<file path="src/hdl/cgws_pkg.sv">
// ----------------------------------------------------------------------------
// cgws_pkg
// Shared widths, constants and the month table for the calendar to GPS
// week and second converter.
// ----------------------------------------------------------------------------
package cgws_pkg;

    localparam int YEAR_W        = 12;
    localparam int MONTH_W       = 4;
    localparam int MDAY_W        = 5;
    localparam int HOUR_W        = 5;
    localparam int MINUTE_W      = 6;
    localparam int SECOND_W      = 6;
    localparam int FRAC_W        = 20;
    localparam int WEEK_W        = 14;
    localparam int SOW_W         = 20;

    localparam int FRACTION_BITS_DEF = 20;

    localparam int DAYS_W        = 20;
    localparam int PROD_W        = 41;
    localparam int QUOT_LSB      = 23;
    localparam int TOD_W         = 17;
    localparam int MDAYS_W       = 9;

    localparam logic [20:0] DIV7_RECIP      = 21'd1198373;
    localparam logic [16:0] SECONDS_PER_DAY = 17'd86400;

    typedef logic [DAYS_W-1:0] t_days;
    typedef logic [PROD_W-1:0] t_prod;
    typedef logic [TOD_W-1:0]  t_tod;

    // Month term of the day count, the integer part of 30.6001 times the month
    // plus one, with months below three taken as months 12 to 14 of the prior year.
    function automatic logic [MDAYS_W-1:0] month_days(input logic [MONTH_W-1:0] month);
        logic [MDAYS_W-1:0] md;
        case (month)
            4'd0:    md = 9'd397;
            4'd1:    md = 9'd428;
            4'd2:    md = 9'd459;
            4'd3:    md = 9'd122;
            4'd4:    md = 9'd153;
            4'd5:    md = 9'd183;
            4'd6:    md = 9'd214;
            4'd7:    md = 9'd244;
            4'd8:    md = 9'd275;
            4'd9:    md = 9'd306;
            4'd10:   md = 9'd336;
            4'd11:   md = 9'd367;
            4'd12:   md = 9'd397;
            4'd13:   md = 9'd428;
            4'd14:   md = 9'd459;
            default: md = 9'd489;
        endcase
        return md;
    endfunction

endpackage

</file>
<file path="src/hdl/cgws_week_split.sv">
// ----------------------------------------------------------------------------
// cgws_week_split
// Splits a day count into GPS week and day of week using the registered
// reciprocal product, and forms the seconds of week.
// ----------------------------------------------------------------------------
module cgws_week_split (
    input  cgws_pkg::t_prod                 i_prod,
    input  cgws_pkg::t_days                 i_days,
    input  cgws_pkg::t_tod                  i_tod,
    input  logic                            i_before,
    output logic [cgws_pkg::WEEK_W-1:0]     o_week,
    output logic [cgws_pkg::SOW_W-1:0]      o_sow
);
    import cgws_pkg::*;

    localparam int QUOT_W = PROD_W - QUOT_LSB;

    logic [QUOT_W-1:0] quot;
    logic [DAYS_W-1:0] seven_q;
    logic [2:0]        dow;
    logic [SOW_W-1:0]  sow;

    always_comb begin
        quot    = i_prod[PROD_W-1:QUOT_LSB];
        seven_q = DAYS_W'({quot, 2'b00}) + DAYS_W'({quot, 1'b0}) + DAYS_W'(quot);
        dow     = 3'(i_days - seven_q);
        sow     = SOW_W'(SOW_W'(dow) * SOW_W'(SECONDS_PER_DAY)) + SOW_W'(i_tod);
        if (i_before) begin
            o_week = '0;
            o_sow  = '0;
        end else begin
            o_week = quot[WEEK_W-1:0];
            o_sow  = sow;
        end
    end

endmodule

</file>
<file path="src/hdl/calendar_to_gps_week_second_top.sv">
// ----------------------------------------------------------------------------
// calendar_to_gps_week_second_top
// Converts a Gregorian date and time of day into GPS week, seconds of week
// and the passed-through sub-second fraction.
//
// The block accepts one transaction per clock while o_ready is high, and
// results leave through a five-stage pipeline: input registration and month
// lookup, year and century terms, day count against the GPS epoch, the
// reciprocal multiply for division by seven, and the week split. A stall on
// the output holds only the stages that are occupied, so bubbles are
// squeezed out. Dates before 6 January 1980 raise before_epoch with week and
// seconds forced to zero. No leap-second correction is applied.
// ----------------------------------------------------------------------------
module calendar_to_gps_week_second_top #(
    parameter int FRACTION_BITS = cgws_pkg::FRACTION_BITS_DEF
) (
    input  logic                               i_clk,
    input  logic                               i_rst_n,
    input  logic                               i_valid,
    output logic                               o_ready,
    input  logic [cgws_pkg::YEAR_W-1:0]        i_year,
    input  logic [cgws_pkg::MONTH_W-1:0]       i_month,
    input  logic [cgws_pkg::MDAY_W-1:0]        i_day_of_month,
    input  logic [cgws_pkg::HOUR_W-1:0]        i_hour,
    input  logic [cgws_pkg::MINUTE_W-1:0]      i_minute,
    input  logic [cgws_pkg::SECOND_W-1:0]      i_whole_second,
    input  logic [cgws_pkg::FRAC_W-1:0]        i_sub_second,
    output logic                               o_valid,
    input  logic                               i_ready,
    output logic [cgws_pkg::WEEK_W-1:0]        o_gps_week,
    output logic [cgws_pkg::SOW_W-1:0]         o_week_seconds,
    output logic [cgws_pkg::FRAC_W-1:0]        o_week_fraction,
    output logic                               o_before_epoch
);
    import cgws_pkg::*;

    localparam int FRAC_KEEP = (FRACTION_BITS < FRAC_W) ? FRACTION_BITS : FRAC_W;
    localparam int NSTAGE    = 5;

    logic [NSTAGE-1:0] r_v;
    logic [NSTAGE-1:0] n_v;
    logic [NSTAGE-1:0] en;

    logic [FRAC_KEEP-1:0] r_frac0, r_frac1, r_frac2, r_frac3, r_frac4;
    t_tod                 r_tod0, r_tod1, r_tod2, r_tod3;

    logic signed [12:0]   r_y0;
    logic [MDAYS_W-1:0]   r_md0;
    logic [MDAY_W-1:0]    r_mday0;

    logic signed [21:0]   r_yd1;
    logic [5:0]           r_a1;
    logic [9:0]           r_sum1;

    t_days                r_days2;
    logic                 r_before2;

    t_prod                r_prod3;
    t_days                r_days3;
    logic                 r_before3;

    logic [WEEK_W-1:0]    r_week4;
    logic [SOW_W-1:0]     r_sow4;
    logic                 r_before4;

    logic                 shift;
    logic signed [12:0]   y_in;
    t_tod                 tod_in;
    logic signed [24:0]   yd_full;
    logic [11:0]          y_pos;
    logic [24:0]          a_prod;
    logic signed [22:0]   days_full;
    t_prod                prod;
    logic [WEEK_W-1:0]    week;
    logic [SOW_W-1:0]     sow;

    always_comb begin
        en[4] = !r_v[4] || i_ready;
        en[3] = !r_v[3] || en[4];
        en[2] = !r_v[2] || en[3];
        en[1] = !r_v[1] || en[2];
        en[0] = !r_v[0] || en[1];
        n_v[0] = en[0] ? i_valid : r_v[0];
        n_v[1] = en[1] ? r_v[0]  : r_v[1];
        n_v[2] = en[2] ? r_v[1]  : r_v[2];
        n_v[3] = en[3] ? r_v[2]  : r_v[3];
        n_v[4] = en[4] ? r_v[3]  : r_v[4];
    end

    assign o_ready = en[0];

    always_comb begin
        shift  = (i_month < MONTH_W'(3));
        y_in   = $signed({1'b0, i_year}) - $signed({12'd0, shift});
        tod_in = TOD_W'(TOD_W'(i_hour) * TOD_W'(3600)) + TOD_W'(TOD_W'(i_minute) * TOD_W'(60))
               + TOD_W'(i_whole_second);
    end

    always_comb begin
        yd_full = 25'(r_y0) * $signed(25'd1461);
        y_pos   = r_y0[12] ? 12'd0 : r_y0[11:0];
        a_prod  = 25'(y_pos) * 25'd5243;
    end

    always_comb begin
        days_full = 23'(r_yd1) + $signed(23'(r_sum1)) + $signed(23'd2) - $signed(23'(r_a1))
                  + $signed(23'(r_a1[5:2])) - $signed(23'd723250);
    end

    assign prod = PROD_W'(r_days2) * PROD_W'(DIV7_RECIP);

    cgws_week_split u_week_split (
        .i_prod   (r_prod3),
        .i_days   (r_days3),
        .i_tod    (r_tod3),
        .i_before (r_before3),
        .o_week   (week),
        .o_sow    (sow)
    );

    always_ff @(posedge i_clk) begin
        if (!i_rst_n) begin
            r_v <= '0;
        end else begin
            r_v <= n_v;
        end
    end

    always_ff @(posedge i_clk) begin
        if (en[0]) begin
            r_y0    <= y_in;
            r_md0   <= month_days(i_month);
            r_mday0 <= i_day_of_month;
            r_tod0  <= tod_in;
            r_frac0 <= i_sub_second[FRAC_KEEP-1:0];
        end
        if (en[1]) begin
            r_yd1   <= 22'(yd_full >>> 2);
            r_a1    <= a_prod[24:19];
            r_sum1  <= 10'(r_md0) + 10'(r_mday0);
            r_tod1  <= r_tod0;
            r_frac1 <= r_frac0;
        end
        if (en[2]) begin
            r_days2   <= days_full[DAYS_W-1:0];
            r_before2 <= days_full[22];
            r_tod2    <= r_tod1;
            r_frac2   <= r_frac1;
        end
        if (en[3]) begin
            r_prod3   <= prod;
            r_days3   <= r_days2;
            r_before3 <= r_before2;
            r_tod3    <= r_tod2;
            r_frac3   <= r_frac2;
        end
        if (en[4]) begin
            r_week4   <= week;
            r_sow4    <= sow;
            r_before4 <= r_before3;
            r_frac4   <= r_frac3;
        end
    end

    assign o_valid         = r_v[4];
    assign o_gps_week      = r_week4;
    assign o_week_seconds  = r_sow4;
    assign o_week_fraction = FRAC_W'(r_frac4);
    assign o_before_epoch  = r_before4;

    // A result before the epoch never carries a week or seconds value.
    a_before_zero: assert property (@(posedge i_clk) disable iff (!i_rst_n)
        o_valid && o_before_epoch |-> o_gps_week == '0 && o_week_seconds == '0)
        else $error("before_epoch result with nonzero week or seconds");

    // The day of week stays below seven, so seconds stay within the bound.
    a_sow_bound: assert property (@(posedge i_clk) disable iff (!i_rst_n)
        o_valid |-> o_week_seconds < SOW_W'(633844))
        else $error("week_seconds out of range");

    // Input back-pressure only arises from a stalled, occupied output stage.
    a_ready_cause: assert property (@(posedge i_clk) disable iff (!i_rst_n)
        !o_ready |-> o_valid && !i_ready && r_v == '1)
        else $error("input stalled without a full stalled pipeline");

endmodule

</file>
<file path="config.mk">
export PLATFORM = sky130hd
export DESIGN_NAME = calendar_to_gps_week_second_top
export DESIGN_NICKNAME = d
export VERILOG_FILES = /design/src/hdl/cgws_pkg.sv /design/src/hdl/cgws_week_split.sv /design/src/hdl/calendar_to_gps_week_second_top.sv
export SDC_FILE = /design/constraint.sdc
export NUM_CORES = 1
export LEC_CHECK = 0
export ABC_AREA = 1
export BUFFER_PORTS_ARGS = -buffer_cell sky130_fd_sc_hd__buf_4
export CORE_MARGIN = 2
export CORE_UTILIZATION = 40
export CTS_BUF_LIST = sky130_fd_sc_hd__clkbuf_2
export CTS_CLUSTER_DIAMETER = 120
export DETAILED_ROUTE_END_ITERATION = 8
export SLEW_MARGIN = 5
export SYNTH_ARGS = -nofsm -noshare
export SYNTH_HDL_FRONTEND = slang
export SYNTH_SLANG_ARGS = --single-unit
export TNS_END_PERCENT = 50
</file>
<file path="constraint.sdc">
create_clock -name i_clk -period 6.2 [get_ports i_clk]
set_input_delay 0.62 -clock i_clk [delete_from_list [all_inputs] [get_ports i_clk]]
set_output_delay 0.62 -clock i_clk [all_outputs]
set_load 0.01 [all_outputs]
</file>
==> results_dict.tcl, run 1 <==
set metrics [dict create \
    outcome "finished, final reports clean" \
    ys_ff_latch 312 \
    dieArea_um2 66100 \
    syn_area_per_cell_um2 10.2 \
    clk_pin_slew_ps 90 \
    io_pins 119 \
    clk_path_buf_depth 3 \
    critPathRequiredTime_ps 6900 \
    final-instance-count-excl-fill 3690 \
    die_w_um 257 \
    coreArea_um2 63200 \
    htree_levels 3 \
    drive_gt1_share_pct 10.0 \
    synth-main-ff-cell "edfxtp_1" \
    grt_pass1_wl_mm 89.8 \
    cts_tree "yes" \
    initial_core_util_pct 40.5 \
    hold_viol_final 0 \
    nNetsFinal 3451 \
    r2r_setup_slack_ps 860 \
    dp_hpwl_mm 42.9 \
    period_share_pct 86.1 \
    place_inst 3476 \
    arrival_ps 6040 \
    syn-num-nets 3187 \
    via_count 17261 \
    slowest_stage "edfxtp_1" \
    ys_warn_count 0 \
    hold_class "input pin to register" \
    path_cells "inv_1 -> nor2_1 -> fa_1 -> inv_1 -> fa_1 -> fa_1 -> inv_1 -> fa_1 -> fa_1 -> ha_1 -> nand2_1 -> nand2_1 -> a21oi_1 -> nor2_1 -> a211oi_1 -> nand2_1 -> nand2_1 -> nand2_1" \
    globalplace.congestion 0.892 \
    rows 92 \
    criticalPathCategory "register to register" \
    cts_resized 0 \
    numCtsBuffers 84 \
    wl_mm 53.1 \
    fillerInstances 5982 \
    skew_ps 104 \
    synth_edf_count 307 \
    detail_route.wl_per_cell_um 14.4 \
    whs_path_depth 4 \
    portBuffers 118 \
    die_h_um 257 \
    drt_iter0_drc 784 \
    critPathCaptureType "register" \
    grt_pass1_vias 18756 \
    rsz0062_at_grt "no" \
    synth.distinct_cells 43 \
    max_freq_mhz 187 \
    cts_sinks 312 \
    fin_crit_ps 5340 \
    root_buffer "clkbuf_2" \
    viasPerCell 4.68 \
    critPathBufInv 3 \
    async_reset_ff_share_pct 0 \
    syn_area_um2 25600 \
    ys_seq_area_share_pct 36.4 \
    rr_worst_depth 18 \
    cap_violations 0 \
    grt_max_degree 67 \
    setup_viol 0 \
    worstPathMaxFanout 6 \
    maxSlewViolCount 0 \
    slowest_delay_ps 550 \
    cp-start-kind "register" \
    antenna_found_initial 2 \
    max-slew-margin-rel_pct 36.1 \
    path_depth 18 \
    ant_nets 0 \
    drc 0 \
    grt_overflow 0 \
    first_pass_iters 5 \
    crit_family "adder cells" \
    grt_usage_pct 16.7 \
    clkLatencyLatePin_ps 1020 \
    syn_inst 2510 \
    syn2layout_area_growth_pct 13.1 \
    tns_ps 0 \
    tightestPinTransition_ps 959 \
]
==> per-layer routing <==
layer  track usage [%]  part of all wire, %  up-vias
met2              29.9                   50      248
met1              20.4                   45     8177
met5                 0                    0        -
met4              4.97                  2.1        0
met3              3.00                  3.2       78
li1                  -                    -     8758
==> placed cells by master (no fill, tap or decap), types with 4 or more instances in the layout <==
| cell | n |
|---|---|
| clkbuf_2 | 110 |
| o21bai_1 | 8 |
| nand2_1 | 388 |
| o21ai_0 | 56 |
| inv_1 | 560 |
| nand2_2 | 4 |
| nor4_1 | 5 |
| nor3_1 | 14 |
| a21boi_0 | 5 |
| nor2_2 | 8 |
| nand3_1 | 92 |
| dlygate4sd3_1 | 58 |
| xor2_1 | 49 |
| xnor2_1 | 28 |
| o21a_1 | 5 |
| a211oi_1 | 5 |
| ha_1 | 411 |
| edfxtp_1 | 307 |
| nor2_1 | 159 |
| clkinv_1 | 24 |
| diode_2 | 4 |
| nand4_1 | 15 |
| nand3b_1 | 5 |
| a21o_1 | 10 |
| a31oi_1 | 9 |
| clkinv_2 | 10 |
| inv_2 | 4 |
| buf_4 | 125 |
| a21oi_1 | 121 |
| dfxtp_1 | 5 |
| fa_1 | 204 |
==> registers in the layout (all words and copies together) (netlist names), 20 cells and up <==
name / cells
r_frac3: 20
r_frac2: 20
r_frac1: 20
r_days2: 20
r_yd1: 22
o_week_fraction: 20
o_week_seconds: 20
r_frac0: 20
==> synth_stat cells, types with 2 or more instances <==
cell type    n  share of area (%)
ha_1       411                 20
o21ai_1      3              0.059
o21a_1       5               0.15
o21ai_2      3               0.10
fa_1       204                 16
nand4_1     15               0.37
o21bai_1     8               0.23
nand2_2      4              0.098
a31oi_1      9               0.22
nor3_1      14               0.27
o21ai_0     56                1.1
a211oi_1     5               0.15
xor2_1      49                1.7
and3_1       3              0.073
o31ai_1      2              0.059
nor2_1     159                2.3
nand3b_1     5               0.15
dfxtp_1      5               0.39
nor2_2       8               0.20
edfxtp_1   307                 36
nand3_1     92                1.8
inv_1      564                8.3
clkbuf_1     5              0.073
nor4_1       5               0.12
or2_2        3              0.073
a21boi_0     5               0.15
a21oi_1    121                2.4
xnor2_1     28               0.96
nand2_1    389                5.7
a21o_1      10               0.29
==> what timing repair did <==
action / CTS / global route
hold buffers: 58 / 0
endpoints found under the hold margin: 56 / 0
setup buffers: 0 / 0
==> layout make-up <==
cell class	instances	area, um^2	share of cell area [%]
multi-input cells	1629	14200	48.9
flip-flops and latches	312	9320	32.2
inverters	564	2120	7.32
repair buffers	183	1520	5.24
well taps	846	1060	3.65
clock buffers	110	551	1.90
clock inverters	42	226	0.782
diodes	4	10.0	0.0346
==> logic make-up (layout without fill, tap and decap cells) <==
group                      count (synthesis)  count (layout)  synth area share (%)
other                                      0               4                     0
DFF                                      312             312                  36.4
buffers and inverters                    569             899                  8.34
and+or+nand+nor                          703             703                  11.4
AOI/OAI and AO/OA                        233             233                  5.11
xor gates and xnor gates                  78              78                  2.70
adders and majority gates                615             615                  36.0
==> through the flow <==
stage          hold slack, ps  utilization (%)  setup slack (ps)  cell area (um^2)
5_1_grt                  94.5             45.8               525             29000
2_1_floorplan             400                -              72.1             25600
6_report                  213             45.8               860             29000
4_1_cts                  63.0             45.8               852             29000
3_3_place_gp              400             43.7               973             27600
3_5_place_dp              405             43.7               912             27600
==> worst paths after layout <==
| check | from | end |
|---|---|---|
| worst min register to register | r_frac3[17] | o_week_fraction[17] |
| worst min-delay path | i_year[0] | r_y0[0] |
| worst max register to register | r_y0[6] | r_a1[4] |
| worst max-delay path | r_y0[6] | r_a1[4] |
==> worst min-delay path, stage by stage <==
cell and delay (ps):
buf_4 110, inv_1 70, ha_1 150, inv_1 40
Power of run 1 is not shown: default switching activity piles up to over one toggle a cycle in this logic, so the estimate is an artifact.
==> inputs of run 2 (changes only) <==
--- a/config.mk
+++ b/config.mk
@@ -5,7 +5,6 @@
 export SDC_FILE = /design/constraint.sdc
 export NUM_CORES = 1
 export LEC_CHECK = 0
-export ABC_AREA = 1
 export BUFFER_PORTS_ARGS = -buffer_cell sky130_fd_sc_hd__buf_4
 export CORE_MARGIN = 2
 export CORE_UTILIZATION = 40
==> results_dict.tcl, run 2 <==
set metrics [dict create \
    final_util_pct 46.1 \
    worstPathMaxFanout 12 \
    initial_core_util_pct 40.6 \
    synth_top_area_share_pct 38.4 \
    dieArea_um2 61900 \
    criticalPathCategory "register to register" \
    ys_warn_count 0 \
    clk_pin_slew_ps 90 \
    drive_gt1_share_pct 13.2 \
    critPathBufInv 3 \
    tightestPinTransition_ps 851 \
    multi_input_area_um2 13200 \
    syn_area_per_cell_um2 12.4 \
    drc 0 \
    regMostFlops "r_yd1" \
    max-slew-margin-rel_pct 43.2 \
    slowest_stage "edfxtp_1" \
    grt_pass1_vias 15770 \
    cts_sinks 312 \
    r2r_setup_slack_ps 370 \
    largest_reg_flops 22 \
    antenna_found_initial 2 \
    grt_pass1_wl_mm 74.3 \
    syn_area_um2 24000 \
    maxSlewViolCount 0 \
    crit_family "adder cells" \
    rr_worst_depth 16 \
    hold_viol_final 0 \
    startpoint "r_y0[12]" \
    hold_class "input pin to register" \
    ys_seq_area_share_pct 38.8 \
    clkLatencyLatePin_ps 1010 \
    htree_levels 3 \
    reg2reg_from "r_y0[12]" \
    portBuffers 118 \
    detail_route.wl_per_cell_um 14.4 \
    skew_ps 103 \
    syn_inst 1939 \
    cap_violations 0 \
    final_cell_mix "ha_1, inv_1, edfxtp_1" \
    register_area_um2 9320 \
    max_freq_mhz 172 \
    cts_setup_buffers 0 \
    ys_ff_latch 312 \
    synth-main-ff-cell "edfxtp_1" \
    path_cells "inv_1 -> ha_1 -> ha_1 -> inv_1 -> fa_1 -> fa_1 -> inv_1 -> fa_1 -> fa_1 -> ha_1 -> a2111oi_0 -> o21ai_0 -> a41oi_1 -> o21ai_1 -> o41ai_4 -> o311ai_0" \
    synth_area_leaders "edfxtp_1, ha_1, fa_1" \
    root_buffer "clkbuf_2" \
    tns_ps 0 \
    fin_crit_ps 5830 \
    grt_overflow 0 \
    synth_commonest_cells "ha_1, inv_1, edfxtp_1, fa_1, nor2_1" \
    die_w_um 249 \
    arrival_ps 6490 \
    die_h_um 249 \
    cp-start-kind "register" \
    period_share_pct 94.0 \
    synth.most_common_cell "ha_1" \
    grt_max_degree 61 \
    synth_edf_count 307 \
    first_pass_iters 4 \
    io_pins 119 \
    path_depth 16 \
    viasPerCell 4.72 \
    critPathCaptureType "register" \
    rows 89 \
    clk_path_buf_depth 3 \
    grt_usage_pct 14.7 \
    drt_iter0_drc 428 \
    syn-num-nets 2616 \
    async_reset_ff_share_pct 0 \
    fillerInstances 5445 \
    cp-endpoint "r_a1[5]" \
    yosysTopAreaCell "edfxtp_1" \
    outcome "finished, final reports clean" \
    ant_nets 0 \
    syn2layout_area_growth_pct 13.5 \
    mostFrequentLayoutCell "ha_1" \
    reg2reg_to "r_a1[5]" \
    globalplace.congestion 0.862 \
    synth.distinct_cells 75 \
    critPathRequiredTime_ps 6860 \
    rsz0062_at_grt "no" \
    via_count 14359 \
    slowest_delay_ps 600 \
    cts_tree "yes" \
    numCtsBuffers 83 \
    cpMostUsedCell "fa_1" \
    wl_mm 43.7 \
    nNetsFinal 2880 \
    setup_viol 0 \
    dp_hpwl_mm 35.0 \
    coreArea_um2 59100 \
]
-- run 2: cell count changes after synthesis, sizes merged, moves of 39 or more --
| cell | before | now |
|---|---|---|
| a21oi | 122 | 65 |
| xnor2 | 28 | 67 |
| nor2b | 0 | 44 |
| nand2 | 393 | 42 |
| nand3 | 93 | 22 |
| nor2 | 167 | 70 |
| inv | 564 | 402 |
-- run 2: cells by family (layout without fill, tap and decap cells) --
group	Yosys count	count (layout)	synth area share [%]
multiplexers	7	7	0.402
other	0	5	0
AND/OR/NAND/NOR	256	256	5.46
XOR/XNOR	103	103	3.76
AO/OA/AOI/OAI	235	235	6.61
adder cells (fa/ha/maj)	615	615	38.5
flip-flops	312	312	38.8
buffers and inverters	411	733	6.46
-- run 2: repair_timing --
item / CTS / global route
resized for setup: 0 / 3
hold endpoints to repair: 62 / 0
endpoints found under the setup margin: 0 / 2
hold buffers: 60 / 0
-- run 2: worst min path at each step --
stage / from / end / slack [ps] / cells past startpoint
CTS: i_hour[0] / r_tod0[10] / 120 / 4
global placement: r_frac2[12] / r_frac3[12] / 400 / 0
finish: i_hour[0] / r_tod0[10] / 300 / 4
detailed placement: r_frac3[19] / o_week_fraction[19] / 400 / 0
floorplan: r_frac3[0] / o_week_fraction[0] / 400 / 0
global route: i_hour[0] / r_tod0[10] / 160 / 4
-- run 2: final cells by class --
type	count	share of cell area, %
Antenna cell	5	0.0459
Clock buffer	117	2.15
Clock inverter	26	0.487
Inverter	402	5.54
Multi-Input combinational cell	1216	48.3
Sequential cell	312	34.2
Tap cell	773	3.55
Timing Repair Buffer	188	5.73
-- run 2: through the flow --
step	area [um^2]	hold WS (ps)	setup slack (ps)	std cells
CTS	27200	124	202	3034
global placement	25900	401	521	2831
global route	27200	160	34.5	3039
finish	27200	302	374	3039
detailed placement	25900	405	303	2831
floorplan	24000	400	615	1939
-- run 2: tightest hold or removal path, cell delays in order --
cell and delay, ps:
buf_4 110, ha_1 140, ha_1 180, xnor2_1 130
-- run 2: per-layer routing --
metal,vias to the layer above,routed length (um),GRT usage [%]
met1,6874,19100,17.4
met4,0,1070,5.70
met2,212,22100,26.1
li1,7190,-,-
met5,-,0,0
met3,83,1440,2.89
Power of run 2 is left out for the same reason.
